File: src/efpm_pkg.sv
package efpm_pkg;

	// Motor count and frame length
	localparam int MOTORS    = 8;
	localparam int FRAME_LEN = 64;

	localparam int IDX_W = (MOTORS > 1) ? $clog2(MOTORS) : 1;
	localparam int POS_W = $clog2(FRAME_LEN + 1);
	localparam int WIN_W = POS_W + 1;

	// Opcodes of an input beat
	localparam logic [1:0] OP_BYTE = 2'd0;
	localparam logic [1:0] OP_SYNC = 2'd1;
	localparam logic [1:0] OP_TICK = 2'd2;

	// Configuration register indexes
	localparam logic [2:0] REG_BOARD_ID    = 3'd0;
	localparam logic [2:0] REG_COUNTS_US   = 3'd1;
	localparam logic [2:0] REG_WRAP_LEVEL  = 3'd2;
	localparam logic [2:0] REG_TIMEOUT     = 3'd3;
	localparam logic [2:0] REG_BLINK_HALF  = 3'd4;
	localparam logic [2:0] REG_SYNC_BLINK  = 3'd5;

	// Register reset values
	localparam logic [2:0]  RST_BOARD_ID   = 3'd0;
	localparam logic [23:0] RST_COUNTS_US  = 24'd128000;
	localparam logic [15:0] RST_WRAP_LEVEL = 16'd39061;
	localparam logic [23:0] RST_TIMEOUT    = 24'd200000;
	localparam logic [22:0] RST_BLINK_HALF = 23'd100000;
	localparam logic [7:0]  RST_SYNC_BLINK = 8'd20;

	// Pulse width mapping, microseconds
	localparam logic [10:0] W_IDLE  = 11'd1000;
	localparam logic [10:0] W_BASE  = 11'd1200;
	localparam logic [17:0] W_SPAN  = 18'd800;
	localparam logic [17:0] W_DIV   = 18'd255;

	localparam logic [23:0] TICK_MAX = 24'hFFFFFF;

	typedef struct packed {
		logic sync;
		logic tick;
	} efpm_evt_t;

	typedef struct packed {
		logic led;
		logic fault;
		logic entering;
	} efpm_status_t;

	typedef struct packed {
		logic [IDX_W-1:0] idx;
		logic [7:0]       value;
		logic             status;
		logic             led;
		logic             fault;
		logic             last;
	} efpm_issue_t;

	// 0 maps to the idle width, otherwise 1200 + v*800/255. The result never
	// leaves 1000..2000, so no clamp is needed. The divide by 255 is done as
	// a multiply by 257/65536, which is low by at most one, then corrected.
	function automatic logic [10:0] value_to_width(input logic [7:0] v);
		logic [17:0] x;
		logic [26:0] xm;
		logic [9:0]  q0;
		logic [17:0] r;
		logic [9:0]  q;
		x  = 18'(v) * W_SPAN;
		xm = 27'(x) + 27'({x, 8'b0});
		q0 = xm[25:16];
		r  = x - 18'({q0, 8'b0}) + 18'(q0);
		q  = (r >= W_DIV) ? q0 + 10'd1 : q0;
		if (v == 8'd0) begin
			return W_IDLE;
		end
		return W_BASE + 11'(q);
	endfunction

endpackage

File: src/efpm_frame_store.sv
module efpm_frame_store import efpm_pkg::*; (
	input  logic             clk,
	input  logic             arst_n,
	input  logic             clr,
	input  logic             wr,
	input  logic [7:0]       rx_byte,
	input  logic [2:0]       board_id,
	input  logic [IDX_W-1:0] rd_idx,
	output logic [7:0]       rd_value
);

	logic [POS_W-1:0] pos_q;
	logic [7:0]       pending_q [MOTORS];
	logic [WIN_W-1:0] pos_ext;
	logic [WIN_W-1:0] win_start;
	logic [WIN_W-1:0] win_end;
	logic [WIN_W-1:0] slot_ext;
	logic             in_win;

	assign pos_ext   = WIN_W'(pos_q);
	assign win_start = WIN_W'(board_id) * WIN_W'(MOTORS);
	assign win_end   = win_start + WIN_W'(MOTORS);
	assign in_win    = (pos_ext >= win_start) && (pos_ext < win_end);
	assign slot_ext  = pos_ext - win_start;
	assign rd_value  = pending_q[rd_idx];

	always_ff @(posedge clk or negedge arst_n) begin
		if (!arst_n) begin
			pos_q <= '0;
			for (int i = 0; i < MOTORS; i++) begin
				pending_q[i] <= '0;
			end
		end else if (clr) begin
			// restart the frame; stored bytes are kept
			pos_q <= '0;
		end else if (wr) begin
			// hold the position at the frame length once it gets there
			if (pos_q < POS_W'(FRAME_LEN)) begin
				pos_q <= pos_q + POS_W'(1);
			end
			if (in_win) begin
				pending_q[slot_ext[IDX_W-1:0]] <= rx_byte;
			end
		end
	end

endmodule

File: src/efpm_watchdog.sv
module efpm_watchdog import efpm_pkg::*; (
	input  logic         clk,
	input  logic         arst_n,
	input  efpm_evt_t    ev,
	input  logic         frame_clr,
	input  logic [23:0]  timeout_ticks,
	input  logic [22:0]  blink_half_ticks,
	input  logic [7:0]   sync_blink_count,
	output efpm_status_t st
);

	logic [7:0]  sync_cnt_q;
	logic        led_q;
	logic [23:0] ticks_q;
	logic        fault_q;
	logic [23:0] phase_q;

	logic [23:0] ticks_inc;
	logic        entering;
	logic [24:0] phase_sum;
	logic [24:0] period;
	logic [23:0] phase_nxt;
	logic        fault_nxt;
	logic [8:0]  cnt_sum;

	assign ticks_inc = (ticks_q == TICK_MAX) ? ticks_q : ticks_q + 24'd1;
	assign entering  = (ticks_inc > timeout_ticks) && !fault_q;
	assign phase_sum = {1'b0, phase_q} + 25'd1;
	assign period    = {1'b0, blink_half_ticks, 1'b0};
	assign phase_nxt = (phase_sum >= period) ? 24'd0 : phase_sum[23:0];
	assign fault_nxt = fault_q | entering;
	assign cnt_sum   = {1'b0, sync_cnt_q} + 9'd1;

	assign st.led      = led_q;
	assign st.fault    = fault_q;
	assign st.entering = entering;

	always_ff @(posedge clk or negedge arst_n) begin
		if (!arst_n) begin
			sync_cnt_q <= '0;
			led_q      <= 1'b1;
			ticks_q    <= '0;
			fault_q    <= 1'b0;
			phase_q    <= '0;
		end else if (ev.sync && frame_clr) begin
			ticks_q <= '0;
			fault_q <= 1'b0;
			if (cnt_sum >= {1'b0, sync_blink_count}) begin
				sync_cnt_q <= '0;
				led_q      <= ~led_q;
			end else begin
				sync_cnt_q <= cnt_sum[7:0];
			end
		end else if (ev.tick) begin
			ticks_q <= ticks_inc;
			phase_q <= phase_nxt;
			fault_q <= fault_nxt;
			if (fault_nxt) begin
				led_q <= (phase_nxt < {1'b0, blink_half_ticks});
			end
		end
	end

endmodule

File: src/efpm_level_unit.sv
module efpm_level_unit import efpm_pkg::*; (
	input  logic         clk,
	input  logic         arst_n,
	input  logic         issue,
	input  efpm_issue_t  issue_data,
	output logic         issue_ready,
	input  logic [23:0]  counts_per_us_q16,
	input  logic [15:0]  wrap_level,
	input  logic         out_ready,
	output logic         out_valid,
	output logic [2:0]   motor_sel,
	output logic [15:0]  pulse_level,
	output logic         level_valid,
	output logic         led,
	output logic         fault,
	output logic         last
);

	// stage 1: width in microseconds
	logic             valid_s1;
	logic [10:0]      width_s1;
	efpm_issue_t      info_s1;

	// stage 2: output register
	logic             out_valid_q;
	logic [IDX_W-1:0] idx_q;
	logic [15:0]      level_q;
	logic             lvl_valid_q;
	logic             led_q;
	logic             fault_q;
	logic             last_q;

	logic             advance;
	logic             move_s1;
	logic [34:0]      product;
	logic [18:0]      scaled;
	logic [15:0]      capped;
	logic [IDX_W+2:0] idx_ext;

	assign advance     = !out_valid_q || out_ready;
	assign move_s1     = valid_s1 && advance;
	assign issue_ready = !valid_s1 || advance;

	// the one multiplier: width times Q16 counts per microsecond
	assign product = 35'(width_s1) * 35'(counts_per_us_q16);
	assign scaled  = product[34:16];
	assign capped  = (scaled > 19'(wrap_level)) ? wrap_level : scaled[15:0];

	always_ff @(posedge clk or negedge arst_n) begin
		if (!arst_n) begin
			valid_s1 <= 1'b0;
		end else if (issue_ready) begin
			valid_s1 <= issue;
		end
	end

	always_ff @(posedge clk) begin
		if (issue && issue_ready) begin
			width_s1 <= value_to_width(issue_data.value);
			info_s1  <= issue_data;
		end
	end

	always_ff @(posedge clk or negedge arst_n) begin
		if (!arst_n) begin
			out_valid_q <= 1'b0;
		end else if (advance) begin
			out_valid_q <= valid_s1;
		end
	end

	always_ff @(posedge clk) begin
		if (move_s1) begin
			idx_q       <= info_s1.idx;
			level_q     <= info_s1.status ? 16'd0 : capped;
			lvl_valid_q <= !info_s1.status;
			led_q       <= info_s1.led;
			fault_q     <= info_s1.fault;
			last_q      <= info_s1.last;
		end
	end

	assign idx_ext     = (IDX_W + 3)'(idx_q);
	assign out_valid   = out_valid_q;
	assign motor_sel   = idx_ext[2:0];
	assign pulse_level = level_q;
	assign level_valid = lvl_valid_q;
	assign led         = led_q;
	assign fault       = fault_q;
	assign last        = last_q;

endmodule

File: src/esc_frame_latch_pulse_mapper_unit.sv
// Frame byte: no result. Tick that does not enter the fault: one status
// result. Sync or fault entry: eight levels issued one a cycle while the
// mapper has room, into a two-stage mapper sharing one 11x24 multiplier;
// levels pass stage 1, then stage 2, the output register. arst_n clears all
// control, counters and stored bytes; registers return to their defaults, LED on.
module esc_frame_latch_pulse_mapper_unit import efpm_pkg::*; (
	input  logic        clk,
	input  logic        arst_n,
	input  logic        in_valid,
	output logic        in_ready,
	input  logic [1:0]  opcode,
	input  logic [7:0]  rx_byte,
	output logic        out_valid,
	input  logic        out_ready,
	output logic [2:0]  motor_sel,
	output logic [15:0] pulse_level,
	output logic        level_valid,
	output logic        led,
	output logic        fault,
	output logic        last,
	input  logic        cfg_we,
	input  logic [2:0]  cfg_index,
	input  logic [23:0] cfg_data
);

	// Sequencer modes
	localparam logic [1:0] MODE_IDLE   = 2'd0;
	localparam logic [1:0] MODE_SYNC   = 2'd1;
	localparam logic [1:0] MODE_FAULT  = 2'd2;
	localparam logic [1:0] MODE_STATUS = 2'd3;

	// Configuration registers
	logic [2:0]  board_id_q;
	logic [23:0] counts_us_q;
	logic [15:0] wrap_level_q;
	logic [23:0] timeout_q;
	logic [22:0] blink_half_q;
	logic [7:0]  sync_blink_q;

	logic [1:0]       mode_q;
	logic [IDX_W-1:0] idx_q;

	logic         in_fire;
	logic         issue;
	logic         issue_ready;
	logic         issue_last;
	efpm_issue_t  issue_data;
	efpm_evt_t    ev;
	efpm_status_t st;
	logic [7:0]   rd_value;

	// Take a new beat only once every result of the previous one is issued
	assign in_ready = (mode_q == MODE_IDLE);
	assign in_fire  = in_valid && in_ready;

	assign ev.sync = in_fire && (opcode == OP_SYNC);
	assign ev.tick = in_fire && (opcode == OP_TICK);

	always_ff @(posedge clk or negedge arst_n) begin
		if (!arst_n) begin
			board_id_q   <= RST_BOARD_ID;
			counts_us_q  <= RST_COUNTS_US;
			wrap_level_q <= RST_WRAP_LEVEL;
			timeout_q    <= RST_TIMEOUT;
			blink_half_q <= RST_BLINK_HALF;
			sync_blink_q <= RST_SYNC_BLINK;
		end else if (cfg_we) begin
			case (cfg_index)
				REG_BOARD_ID:   board_id_q   <= cfg_data[2:0];
				REG_COUNTS_US:  counts_us_q  <= cfg_data;
				REG_WRAP_LEVEL: wrap_level_q <= cfg_data[15:0];
				REG_TIMEOUT:    timeout_q    <= cfg_data;
				REG_BLINK_HALF: blink_half_q <= cfg_data[22:0];
				REG_SYNC_BLINK: sync_blink_q <= cfg_data[7:0];
				default: ;
			endcase
		end
	end

	// Frame position and the eight-byte window of this board; a sync
	// restarts the frame
	efpm_frame_store u_store (
		.clk      (clk),
		.arst_n   (arst_n),
		.clr      (ev.sync),
		.wr       (in_fire && (opcode == OP_BYTE)),
		.rx_byte  (rx_byte),
		.board_id (board_id_q),
		.rd_idx   (idx_q),
		.rd_value (rd_value)
	);

	// Sync counter, LED, watchdog and blink phase
	efpm_watchdog u_wdog (
		.clk              (clk),
		.arst_n           (arst_n),
		.ev               (ev),
		.frame_clr        (1'b1),
		.timeout_ticks    (timeout_q),
		.blink_half_ticks (blink_half_q),
		.sync_blink_count (sync_blink_q),
		.st               (st)
	);

	// Issue one result a cycle while the mapper has room. LED and fault are
	// sampled at issue, after the beat's state update has landed.
	assign issue      = (mode_q != MODE_IDLE) && issue_ready;
	assign issue_last = (mode_q == MODE_STATUS) || (idx_q == IDX_W'(MOTORS - 1));

	always_comb begin
		issue_data.idx    = idx_q;
		issue_data.value  = (mode_q == MODE_SYNC) ? rd_value : 8'd0;
		issue_data.status = (mode_q == MODE_STATUS);
		issue_data.led    = st.led;
		issue_data.fault  = st.fault;
		issue_data.last   = issue_last;
	end

	always_ff @(posedge clk or negedge arst_n) begin
		if (!arst_n) begin
			mode_q <= MODE_IDLE;
			idx_q  <= '0;
		end else if (in_fire) begin
			idx_q <= '0;
			case (opcode)
				OP_SYNC: mode_q <= MODE_SYNC;
				OP_TICK: mode_q <= st.entering ? MODE_FAULT : MODE_STATUS;
				default: mode_q <= MODE_IDLE;
			endcase
		end else if (issue) begin
			// drop back to idle after the final result, else advance the motor
			if (issue_last) begin
				mode_q <= MODE_IDLE;
				idx_q  <= '0;
			end else begin
				idx_q <= idx_q + IDX_W'(1);
			end
		end
	end

	efpm_level_unit u_level (
		.clk               (clk),
		.arst_n            (arst_n),
		.issue             (issue),
		.issue_data        (issue_data),
		.issue_ready       (issue_ready),
		.counts_per_us_q16 (counts_us_q),
		.wrap_level        (wrap_level_q),
		.out_ready         (out_ready),
		.out_valid         (out_valid),
		.motor_sel         (motor_sel),
		.pulse_level       (pulse_level),
		.level_valid       (level_valid),
		.led               (led),
		.fault             (fault),
		.last              (last)
	);

endmodule

File: config.mk
export PLATFORM = sky130hd
export DESIGN_NAME = esc_frame_latch_pulse_mapper_unit
export DESIGN_NICKNAME = d
export VERILOG_FILES = /design/src/efpm_pkg.sv /design/src/efpm_frame_store.sv /design/src/efpm_watchdog.sv /design/src/efpm_level_unit.sv /design/src/esc_frame_latch_pulse_mapper_unit.sv
export SDC_FILE = /design/constraint.sdc
export NUM_CORES = 1
export LEC_CHECK = 0
export BUFFER_PORTS_ARGS = -buffer_cell sky130_fd_sc_hd__buf_2
export CAP_MARGIN = 20
export CELL_PAD_IN_SITES_DETAIL_PLACEMENT = 2
export CELL_PAD_IN_SITES_GLOBAL_PLACEMENT = 2
export CORE_UTILIZATION = 42
export DETAILED_ROUTE_END_ITERATION = 10
export GPL_TIMING_DRIVEN = 0
export HOLD_SLACK_MARGIN = 0.12
export PLACE_DENSITY_LB_ADDON = 0.1
export SETUP_SLACK_MARGIN = 0.02
export SKIP_LAST_GASP = 1
export SLEW_MARGIN = 10
export SYNTH_ARGS = -nofsm -noshare
export SYNTH_HDL_FRONTEND = slang
export SYNTH_SLANG_ARGS = --single-unit
export TNS_END_PERCENT = 50
File: constraint.sdc
create_clock -name clk -period 13.1 [get_ports clk]
set_input_delay 1.31 -clock clk [delete_from_list [all_inputs] [get_ports clk]]
set_output_delay 1.31 -clock clk [all_outputs]
set_load 0.03 [all_outputs]
After elaboration in Yosys (flattened, before gate mapping). Cells that the tools add are included. Widths: inputs -> output; s select.

Register bits: 275. Latch bits: 0. Memory bits (writable): 0. Memory bits (read-only): 0. Bits of input ports: 42. Output and inout bits: 25. Logic and storage cells: 153. Memories: 0.

$add $sub $neg: 12. $mul: 2. Div/mod/pow operators: 0. $lt $le $gt $ge: 12. Equality and inequality tests: 12. Shift-type cells: 0. Mux-type cells: 35. Bitwise logic cells: 5. Reductions and logical operators: 39.

Operators with widths (count): $mux 24 (4); $bwmux 64 (1); $mux 8 (5); $mul 11x24->35 (1); $add 18x26->26 (1); $add 24x1->25 const B (1); $ge 25x24->1 (1); $add 24x1->24 const B (1); $bmux 8 s3 (1); $demux 8 s3 (1); $eq 24x24->1 const B (1); $gt 24x24->1 (1); $lt 24x23->1 (1); $mux 11 (2); $mux 7 (3); $gt 19x16->1 (1); $add 18x10->18 (1); $ge 18x8->1 const B (1); $reduce_and 2->1 (9); $sub 18x18->18 (1); $mux 16 (1); $reduce_bool 2->1 (7); $mul 8x5->13 const B (1); $add 11x10->11 const A (1); 33 further kinds (69).

Longest topological paths before layout. Gate-level depths: netlist (run 1).

Word-level depth: 13. Depth in mapped cells: 49. Mapped depth without buffers: 43.

Cells and area by module. A second synthesis (run 1) with hierarchy kept.

Cells, all modules: 2550. Area, all modules: 25710.9 µm².

By module, submodules not included: efpm_level_unit (times used 1, cells an instance 1369, area each 12453.2 µm², seq. area each 1281.2 µm²); efpm_watchdog (times used 1, cells an instance 693, area each 5532.8 µm², seq. area each 1452.6 µm²); esc_frame_latch_pulse_mapper_unit (times used 1, cells an instance 255, area each 4098.9 µm², seq. area each 2611.3 µm²); efpm_frame_store (times used 1, cells an instance 233, area each 3626.0 µm², seq. area each 1776.7 µm²).

Least setup slack after synthesis (run 1). OpenSTA, ideal clock, no wires.

Path type: register -> register. From: register idx_q[0]. To: register u_level.width_s1[8], data pin. Library setup time: 0.270 ns. Data arrival time: 9.917 ns. Required time: 12.830 ns. Slack: 2.913 ns. Cell stages (with the launch flop): 47. Buffers on the path: 4. Period minus slack after synthesis: 10.187 ns. Path through: dfrtp_1 > buf_4 > buf_2 > mux4_2 > mux2_2 > nand2_1 > inv_1 > ha_1 > ha_1 > fa_1 > ha_1 > a21o_1 > a31oi_1 > nand2_1 > xnor2_1 > inv_1 > ha_1 > nor3b_1 > [11 not listed] > clkbuf_1 > a21oi_1 > o22ai_1 > or4bb_1 > o31a_1 > o22ai_1 > o2111a_1 > nand4b_1 > mux2i_1 > o211ai_4 > o211ai_4 > xnor2_1 > ha_1 > or2_2 > o32ai_1 > a211oi_2 > xnor2_1 > o21ai_1.

Cells in the longest elaborated chain, start to end: 13. Elaborated cells between the ends (all ways): 17. Those cells by class: add/sub (5); mul (1); order compare (1); mux (8); bitwise (1); reduce/logical (1).

Ends and longest elaborated chain: from (decl) (line esc_frame_latch_pulse_mapper_unit.sv:41) `logic [IDX_W-1:0] idx_q;`; from (signal assigned) (line esc_frame_latch_pulse_mapper_unit.sv:136) `idx_q <= idx_q + IDX_W'(1);`; $not 3->4 (implied by the code) * (line efpm_frame_store.sv:25) `assign rd_value = pending_q[rd_idx];`; $bmux 8 s3 * (line efpm_frame_store.sv:25); $mux 8 (implied by the code) * (2 in a row) (line efpm_frame_store.sv:25); $mux 8 * (line esc_frame_latch_pulse_mapper_unit.sv:112) `issue_data.value = (mode_q == MODE_SYNC) ? rd_value : 8'd0;`; $mul 8x5->13 (line efpm_pkg.sv:69) `x = 18'(v) * W_SPAN;`; $add 18x26->26 (line efpm_pkg.sv:70) `xm = 27'(x) + 27'({x, 8'b0});`; $sub 18x18->18 (line efpm_pkg.sv:72) `r = x - 18'({q0, 8'b0}) + 18'(q0);`; $add 18x10->18 (line efpm_pkg.sv:72); $ge 18x8->1 (line efpm_pkg.sv:73) `q = (r >= W_DIV) ? q0 + 10'd1 : q0;`; $mux 10 (line efpm_pkg.sv:73); $add 11x10->11 (line efpm_pkg.sv:77) `return W_BASE + 11'(q);`; $mux 11 * (line efpm_pkg.sv:77); to (signal assigned) (line efpm_level_unit.sv:59) `width_s1 <= value_to_width(issue_data.value);`; to (decl) (line efpm_level_unit.sv:21) `logic [10:0] width_s1;`.

Mark *: on every way between the ends. The rest lies on a longest branch, timed or not. The select of a mux whose other input is x is not followed. A chain may end at the register's enable or synchronous reset.

Worst setup path after layout (run 1). Ends and elaborated chain as after synthesis.

==> metrics.cfg, run 1 <==
[die]
dieArea_um2=60300
start_util_pct=42.9
ios=67
die_h_um=246
core_area_um2=58100
rows=88
die_x_um=246

[timing]
worstMarginPinSlew_ns=0.923
layout_min_cycle_time_ns=11.99
maxSlewViolCount=0
clock.fmax_mhz=83.4
finalSetupTns_ns=0
skew_ns=0.0256
finalSetupViolations=0
maxSlewHeadroom_pct=38.5
fin_crit_sh_pct=91.5
rsz0062_at_grt=false
hold_viol=0

[detailed_routing]
vias_per_cell=5.56
via_count=19100
wirelength_um=78800
drc=0
wl_per_cell_um=22.9
first_pass_iters=5
drt_iter0_markers=621
ant_nets=0

[clock_network]
clkTransAtPathRegs_ns=0.06
cts_hold_buf=0
cts_sinks=275
cts.path.max_buffers=3
cts_buffers=31
clk_latency_ns=0.60
cts-resized-gates=0
htree_num_levels=1
post_cts_buffers=0
cts_tree=built
ctsRootBufferMaster=clkbuf_16

[finish]
drive_above_1_share_pct=12.6
fin_area_um2=27400
nets=3133
post-route-util_pct=47.1
multiInputGateArea_um2=16200
num-fill-cells=6144
syn2layout_area_growth_pct=9.83
ff_latch_area_um2=7120
antennaDiodeCount=0

[synth]
yosysUniqueCellTypes=87
ys_warn_count=0
async_flop_share_pct=85.1
synth_largest_area_cell=dfrtp_1
ys_top_cells_by_area=dfrtp_1 (21%), fa_1 (16%), ha_1 (12%), mux2_2 (5.8%), nand2_1 (5.1%)
synth.net_count=3029
yosysMostFrequentCell=nand2_1
netlist_instances=2546
yosys.area.top_type_share_pct=20.7
syn_area_per_cell_um2=9.79
synth_common_cells=nand2_1 (336), inv_1 (312), ha_1 (240), dfrtp_1 (206), fa_1 (201)
synth_edf_count=41
seq_area_frac_synth_pct=28.6
netlist_area_um2=24900
ys_seq_elements=275
yosys_most_used_dff=dfrtp_1

[worst_setup_path]
start_kind=flop
worst_r2r_startpoint=idx_q[0]
worstPathArrival_ns=12.31
cp_max_fo=10
cp.required_ns=13.43
crit_top_cell=ha_1
startpoint=idx_q[0]
slowest_delay_ns=0.57
cp-end-kind=flop
cp_slowest_cell=mux4_2
worst-setup-path-type=flop to flop

[placement]
hpwl_um=62200
place_congestion=0.825
io_buffers=65
place_area_um2=26300

[job]
maxCapViolations=0

[global_route]
overflow=0
grt_usage_pct=26.8
grt_max_degree=100
grt_pass1_wl_um=126000
grt_pass1_vias=22200
antenna_found_initial=3

[run_status]
status=finished, final reports clean

[min_path]
holdCritPathClass=flop to flop
hp-start=u_level.info_s1[1]

## layout by cell type (no fill, tap or decap), types with 5 or more instances in the layout
master     synthesis  final
a211oi_1           7      7
a21o_1            24     24
a21oi_1           62     62
a22o_1            14     14
a31oi_1            9      9
and2_1           100    100
and3_1            16     16
and4_1             7      7
buf_2              5     71
buf_4              5      6
clkbuf_1          88     91
clkbuf_16          0     32
clkinv_2           0      7
dfrtp_1          206    206
dfstp_2           28     28
edfxtp_1          41     41
fa_1             201    201
ha_1             240    240
inv_1            312    312
mux2_2           129    129
mux2i_1           26     26
mux4_2            15     15
nand2_1          336    336
nand2b_1          29     29
nand3_1           47     47
nand4_1           36     36
nor2_1           122    122
nor2b_1           28     28
nor3_1            21     21
o21a_1            23     23
o21ai_0          110    110
o21bai_1           5      5
o31ai_1           31     31
or2_2              7      7
or3_1              8      8
xnor2_1           70     70
xor2_1            45     45
## layout make-up
type,instances,share of cell area [%]
buffer,103,1.59
clock buffer,36,3.02
clock inverter,22,0.868
inverter,313,4.29
multi-input combinational,1855,59.2
sequential,275,26.0
tap,765,3.50
timing repair buffer,71,1.55
## final timing paths
| check | slack, ns | cells after the start | endpoint |
|---|---|---|---|
| max | 1.11 | 47 | u_level.width_s1[8] |
| min in group asynchronous | 0.59 | 1 | u_wdog.sync_cnt_q[3] |
| min | 0.43 | 0 | u_level.fault |
| max reg2reg | 1.11 | 47 | u_level.width_s1[8] |
| max in group asynchronous | 11.63 | 2 | blink_half_q[10] |
| min reg2reg | 0.43 | 0 | u_level.fault |
## cells by family (layout without fill, tap and decap cells)
kind of cell               count (synthesis)  count (layout)  share of synthesized area (%)
AOI/OAI and AO/OA                        338             338                           9.06
xor gates and xnor gates                 116             116                           4.11
adders and majority gates                441             441                           28.2
buffers and inverters                    416             545                           6.46
DFF                                      275             275                           28.6
muxes                                    173             173                           8.40
and+or+nand+nor                          787             787                           15.2
## sequential cells by signal, indices dropped and copies added (netlist names), 2 cells and up
signal / flops
u_store.pending_q: 64
u_wdog.phase_q: 24
u_level.info_s1: 7
idx_q: 3
u_wdog.sync_cnt_q: 8
u_level.width_s1: 11
wrap_level_q: 16
blink_half_q: 23
board_id_q: 3
u_wdog.ticks_q: 24
u_level.pulse_level: 16
mode_q: 2
sync_blink_q: 8
timeout_q: 24
u_store.pos_q: 7
u_level.motor_sel: 3
counts_us_q: 24
## worst max-delay path, delay by kind of cell, from the launching register on
family,cells,cell delay [ns]
and+or+nand+nor,10,2.04
adders and majority gates,9,2.67
DFF,1,0.40
xor gates and xnor gates,4,0.78
buffers and inverters,8,1.64
muxes,3,1.11
AOI/OAI and AO/OA,13,3.07
## metrics by stage
step                cells  setup slack, ns  hold slack (ns)
finish               3440             1.11            0.435
global route         3440            0.231            0.445
CTS                  3440             1.07            0.433
detailed placement   3382             1.13            0.413
global placement     3376             1.49            0.404
floorplan            2546             2.91            0.400
## per-layer routing
layer	global-route usage (%)	share of wire, %	vias to the layer above
met5	0	0.017	-
met4	5.83	2.2	2
met3	2.42	2.4	88
met2	48.1	51	222
met1	34.9	45	10100
li1	-	-	8691
Power of run 1 is left out: the tool's default activity adds up to more than one toggle a clock period on the data nets, which glitch-free logic cannot reach.
==> run 2: changes to the inputs <==
Settings changed: ABC_AREA set to 1, CAP_MARGIN 20 to not set, CORE_UTILIZATION 42 to 39, CTS_CLUSTER_DIAMETER set to 200.
==> metrics.cfg, run 2 <==
[run_status]
status=finished, final reports clean

[placement]
place_congestion=0.910  ; +10%
io_buffers=66  ; +1.5%
hpwl_um=73200  ; +18%

[detailed_routing]
via_count=22300  ; +17%
drt_iter0_markers=735  ; +18%
wl_per_cell_um=21.8  ; -5.0%
first_pass_iters=5  ; unchanged
drc=0  ; unchanged
ant_nets=0  ; unchanged
vias_per_cell=5.30  ; -4.6%
wirelength_um=91700  ; +16%

[synth]
syn_area_per_cell_um2=7.86  ; -20%
synth_common_cells=nand2_1 (766), inv_1 (616), o21ai_0 (288), ha_1 (240), nor2_1 (210)
async_flop_share_pct=85.1  ; unchanged
yosysMostFrequentCell=nand2_1
netlist_area_um2=25400  ; +1.8%
synth_edf_count=41  ; unchanged
ys_top_cells_by_area=dfrtp_1 (20%), fa_1 (16%), ha_1 (12%), nand2_1 (11%), inv_1 (9.1%)
netlist_instances=3228  ; +27%
seq_area_frac_synth_pct=28.1  ; -0.50 points
yosysUniqueCellTypes=60  ; -31%
ys_warn_count=0  ; unchanged
ys_seq_elements=275  ; unchanged
synth_largest_area_cell=dfrtp_1
yosys_most_used_dff=dfrtp_1
synth.net_count=3711  ; +23%
yosys.area.top_type_share_pct=20.3  ; -0.36 points

[timing]
finalSetupTns_ns=0  ; unchanged
clock.fmax_mhz=95.5  ; +14%
layout_min_cycle_time_ns=10.48  ; -1.51 ns
skew_ns=0.0528  ; +0.0272 ns
hold_viol=0  ; unchanged
fin_crit_sh_pct=80.0  ; -12 points
rsz0062_at_grt=false
maxSlewViolCount=0  ; unchanged
worstMarginPinSlew_ns=1.04  ; +0.122 ns
maxSlewHeadroom_pct=30.3  ; -8.2 points
finalSetupViolations=0  ; unchanged

[worst_setup_path]
cp_max_fo=10  ; unchanged
slowest_delay_ns=0.43  ; -0.14 ns
reg2regPathDepth=53  ; +13%
ff2ff_setup_slack_ns=2.62  ; +1.51 ns
r2r-end=u_level.width_s1[8]
cp.required_ns=13.43  ; about the same
cp-end-kind=flop
cp_slowest_cell=dfrtp_1
worst-setup-path-type=flop to flop
startpoint=idx_q[0]
cp-endpoint=u_level.width_s1[8]
worst_r2r_startpoint=idx_q[0]
worstPathArrival_ns=10.80  ; -1.51 ns
start_kind=flop

[global_route]
grt_pass1_vias=26000  ; +17%
grt_pass1_wl_um=146000  ; +15%
grt_max_degree=105  ; +5.0%
overflow=0  ; unchanged
grt_usage_pct=28.3  ; +1.5 points
antenna_found_initial=6  ; +3

[clock_network]
htree_num_levels=2  ; +1
cts-resized-gates=0  ; unchanged
cts_tree=built
cts.path.max_buffers=3  ; unchanged
cts_sinks=275  ; unchanged
post_cts_buffers=0  ; unchanged
ctsRootBufferMaster=clkbuf_16
clkTransAtPathRegs_ns=0.06  ; about the same
cts_buffers=36  ; +16%
cts_hold_buf=0  ; unchanged
clk_latency_ns=0.58  ; -0.02 ns

[min_path]
holdCritPathClass=flop to flop

[finish]
largest_reg_flops=64  ; unchanged
antennaDiodeCount=0  ; unchanged
drive_above_1_share_pct=6.37  ; -6.2 points
layout_commonest_cell=nand2_1
nets=3818  ; +22%
post-route-util_pct=43.6  ; -3.5 points
top_register=u_store.pending_q
syn2layout_area_growth_pct=10.6
final_cell_mix=nand2_1 (766), inv_1 (616), o21ai_0 (288), ha_1 (240), nor2_1 (210)
num-fill-cells=7426  ; +21%

[die]
die_x_um=257  ; +4.6%
die_h_um=257  ; +4.6%
rows=93  ; +5.7%
start_util_pct=39.4  ; -3.5 points
core_area_um2=64300  ; +11%
dieArea_um2=66100  ; +9.5%
ios=67  ; unchanged

[job]
maxCapViolations=0  ; unchanged

-- run 2: cell types whose count changed after synthesis, moves of 88 or more --
cell     previous run  this run
and2_1            100         1
mux2_2            129         0
nand2_1           336       766
o21ai_0           110       288
nor2_1            122       210
inv_1             312       616
-- run 2: worst min-delay path by stage --
stage,to,startpoint,cells past startpoint,slack [ns]
after floorplan,u_level.fault,u_level.info_s1[1],0,0.40
after global placement,u_level.led,u_level.info_s1[2],0,0.41
after detailed placement,u_level.last,u_level.info_s1[0],0,0.41
after CTS,u_level.fault,u_level.info_s1[1],0,0.44
after global routing,u_level.fault,u_level.info_s1[1],0,0.45
final,u_level.fault,u_level.info_s1[1],0,0.44
-- run 2: logic make-up after synthesis --
group | after synthesis | synth area share (%)
buffers and inverters | 728 | 10.9
flip-flops | 275 | 28.1
adder cells (fa/ha/maj) | 441 | 27.7
XOR/XNOR | 81 | 2.83
AO/OA/AOI/OAI | 490 | 10.4
AND/OR/NAND/NOR | 1213 | 20.0
-- run 2: critical path: cells and delay by family, from the launching register on --
kind | cells | cell delay, ns
compound gates | 12 | 2.30
xor+xnor | 2 | 0.59
fa+ha+maj | 9 | 2.71
buf+inv | 13 | 2.23
flops | 1 | 0.43
simple gates | 17 | 1.93
-- run 2: layer usage --
| metal | routed length (µm) | vias up | part of all wire (%) | GRT usage, % |
|---|---|---|---|---|
| met4 | 4230 | 10 | 4.6 | 12.1 |
| li1 | - | 10400 | - | - |
| met5 | 77 | - | 0.084 | 0 |
| met2 | 47600 | 285 | 52 | 51.9 |
| met3 | 2350 | 183 | 2.6 | 3.13 |
| met1 | 37400 | 11500 | 41 | 33.1 |
-- run 2: cell type report --
type                    instances  area, µm²  share of cell area, %
plain buffers                 102        419                   1.49
clock buffers                  48        996                   3.55
clock inverters                16        206                  0.736
inverters                     626       2350                   8.38
multi-input cells            2225      15500                   55.2
flip-flops and latches        275       7120                   25.4
well taps                     855       1070                   3.81
repair buffers                 69        415                   1.48
-- run 2: through the flow --
| stage | setup WS, ns | instances | hold slack [ns] | area [µm²] |
|---|---|---|---|---|
| 2_1_floorplan | 4.96 | 3228 | 0.400 | 25400 |
| 6_report | 2.62 | 4216 | 0.443 | 28100 |
| 3_3_place_gp | 2.95 | 4149 | 0.408 | 26800 |
| 4_1_cts | 2.45 | 4216 | 0.440 | 28100 |
| 3_5_place_dp | 2.60 | 4152 | 0.415 | 26900 |
| 5_1_grt | 1.53 | 4216 | 0.450 | 28100 |
Power of run 2 is left out for the same reason.
==> run 3: changes to the inputs <==
Settings changed: CORE_UTILIZATION 39 to 35.
Clock period 13.1 ns to 8.85 ns, I/O delays scaled along.
==> metrics.cfg, run 3 (synthesis results as in run 2) <==
[detailed_routing]
drc=0  ; unchanged
wirelength_um=93500  ; +2.0%
vias_per_cell=5.13  ; -3.2%
ant_nets=0  ; unchanged
wl_per_cell_um=21.5  ; -1.1%
first_pass_iters=5  ; unchanged
drt_iter0_markers=739  ; +0.54%
via_count=22300  ; -0.21%

[worst_setup_path]
worst-setup-path-type=flop to flop
cp.required_ns=9.20  ; -4.23 ns
cp_slowest_cell=edfxtp_1
crit_top_cell=fa_1
worstPathArrival_ns=8.85  ; -1.95 ns
cp_max_fo=10  ; unchanged
cp-end-kind=flop
start_kind=flop
slowest_delay_ns=0.69  ; +0.26 ns

[finish]
drive_above_1_share_pct=10.4  ; +4.1 points
num-fill-cells=8206  ; +11%
top_register=u_store.pending_q
final_cells=4346  ; +3.1%
layout_commonest_cell=nand2_1
final_cell_mix=nand2_1 (753), inv_1 (609), o21ai_0 (280), ha_1 (227), dfrtp_1 (206)
multiInputGateArea_um2=15900  ; +2.6%
antennaDiodeCount=0  ; unchanged
largest_reg_flops=64  ; unchanged
nets=3849  ; +0.81%
syn2layout_area_growth_pct=14.6
ff_latch_area_um2=7120  ; unchanged

[global_route]
overflow=0  ; unchanged
grt_max_degree=101  ; -3.8%
grt_pass1_vias=26000  ; +0.077%
grt_usage_pct=25.7  ; -2.6 points
grt_pass1_wl_um=148000  ; +1.4%
antenna_found_initial=3  ; -3

[die]
dieArea_um2=73500  ; +11%
core_area_um2=71600  ; +11%
die_h_um=271  ; +5.5%
die_x_um=271  ; +5.5%
ios=67  ; unchanged
start_util_pct=35.4  ; -4.0 points
rows=98  ; +5.4%

[placement]
place_congestion=0.857  ; -5.8%
hpwl_um=75100  ; +2.6%
dp_cells=4247  ; +2.3%
io_buffers=66  ; unchanged

[min_path]
holdCritPathClass=input port to asynchronous set/reset pin

[timing]
finalSetupTns_ns=0  ; unchanged
hold_viol=0  ; unchanged
finalSetupViolations=0  ; unchanged
clock.fmax_mhz=118  ; +23%
fin_crit_sh_pct=96.1  ; +16 points
layout_min_cycle_time_ns=8.51  ; -1.97 ns
maxSlewHeadroom_pct=36.5  ; +6.3 points
worstMarginPinSlew_ns=0.943  ; -0.102 ns
skew_ns=0.0563  ; +0.00350 ns
maxSlewViolCount=0  ; unchanged

[clock_network]
cts_buffers=38  ; +5.6%
clkTransAtPathRegs_ns=0.06  ; about the same
cts.path.max_buffers=3  ; unchanged
ctsRootBufferMaster=clkbuf_16
htree_num_levels=2  ; unchanged
cts_sinks=275  ; unchanged
cts_tree=built
clk_latency_ns=0.60  ; +0.02 ns

[run_status]
status=finished, final reports clean

[job]
maxCapViolations=0  ; unchanged

==> run 3: changes by cell type in the layout (fill, tap and decap cells not counted), sizes merged <==
cell      change
buf          +38
clkbuf        -7
bufinv        +2
clkinv        +2
clkinvlp      +1
inv           -1
==> run 3: critical path, delay by kind of cell (launching register included) <==
family | cells | cell delay, ns
adders and majority gates | 7 | 3.24
AOI/OAI and AO/OA | 7 | 1.82
and+or+nand+nor | 9 | 1.47
buffers and inverters | 5 | 0.87
DFF | 1 | 0.69
xor gates and xnor gates | 1 | 0.16
==> run 3: per-layer routing <==
| metal | GRT usage, % | up-vias | wire length [µm] |
|---|---|---|---|
| li1 | - | 10400 | - |
| met3 | 2.34 | 112 | 1840 |
| met4 | 7.58 | 0 | 2710 |
| met5 | 0 | - | 0 |
| met2 | 49.6 | 207 | 50500 |
| met1 | 29.8 | 11500 | 38500 |
==> run 3: area by class of cell <==
type	instances	share of cell area (%)
sequential	275	24.5
inverter	626	8.16
buffer	95	1.70
clock inverter	20	0.900
tap	950	4.09
timing repair buffer	105	2.40
clock buffer	50	3.60
multi-input combinational	2225	54.7
==> run 3: repair_timing <==
item,CTS,global route
pin swaps,11,32
resized for setup,54,117
endpoints found under the setup margin,15,27
hold buffers,0,0
setup buffers,15,21
hold endpoints to repair,0,0
==> run 3: path summary, 6_finish.rpt <==
kind	startpoint	endpoint	slack (ns)	cells past startpoint
max	u_level.width_s1[3]	u_level.pulse_level[4]	0.34	29
min	arst_n	u_wdog.phase_q[13]	0.22	1
max reg2reg	u_level.width_s1[3]	u_level.pulse_level[4]	0.34	29
min reg2reg	u_level.info_s1[12]	u_level.motor_sel[0]	0.42	0
max in group asynchronous	arst_n	u_store.pending_q[26]	7.24	3
min in group clk	u_level.info_s1[12]	u_level.motor_sel[0]	0.42	0
==> run 3: stage by stage <==
step	instance area, µm²	hold WS (ns)	util [%]	worst slack (ns)
6_report	29100	0.216	40.6	0.343
5_1_grt	29100	0.222	40.6	-0.123
4_1_cts	28600	0.201	39.9	0.00313
3_5_place_dp	27000	0.408	37.7	-1.73
3_3_place_gp	26900	0.425	37.5	-1.60
2_1_floorplan	25400	0.400	-	0.708
Power of run 3 is left out for the same reason.
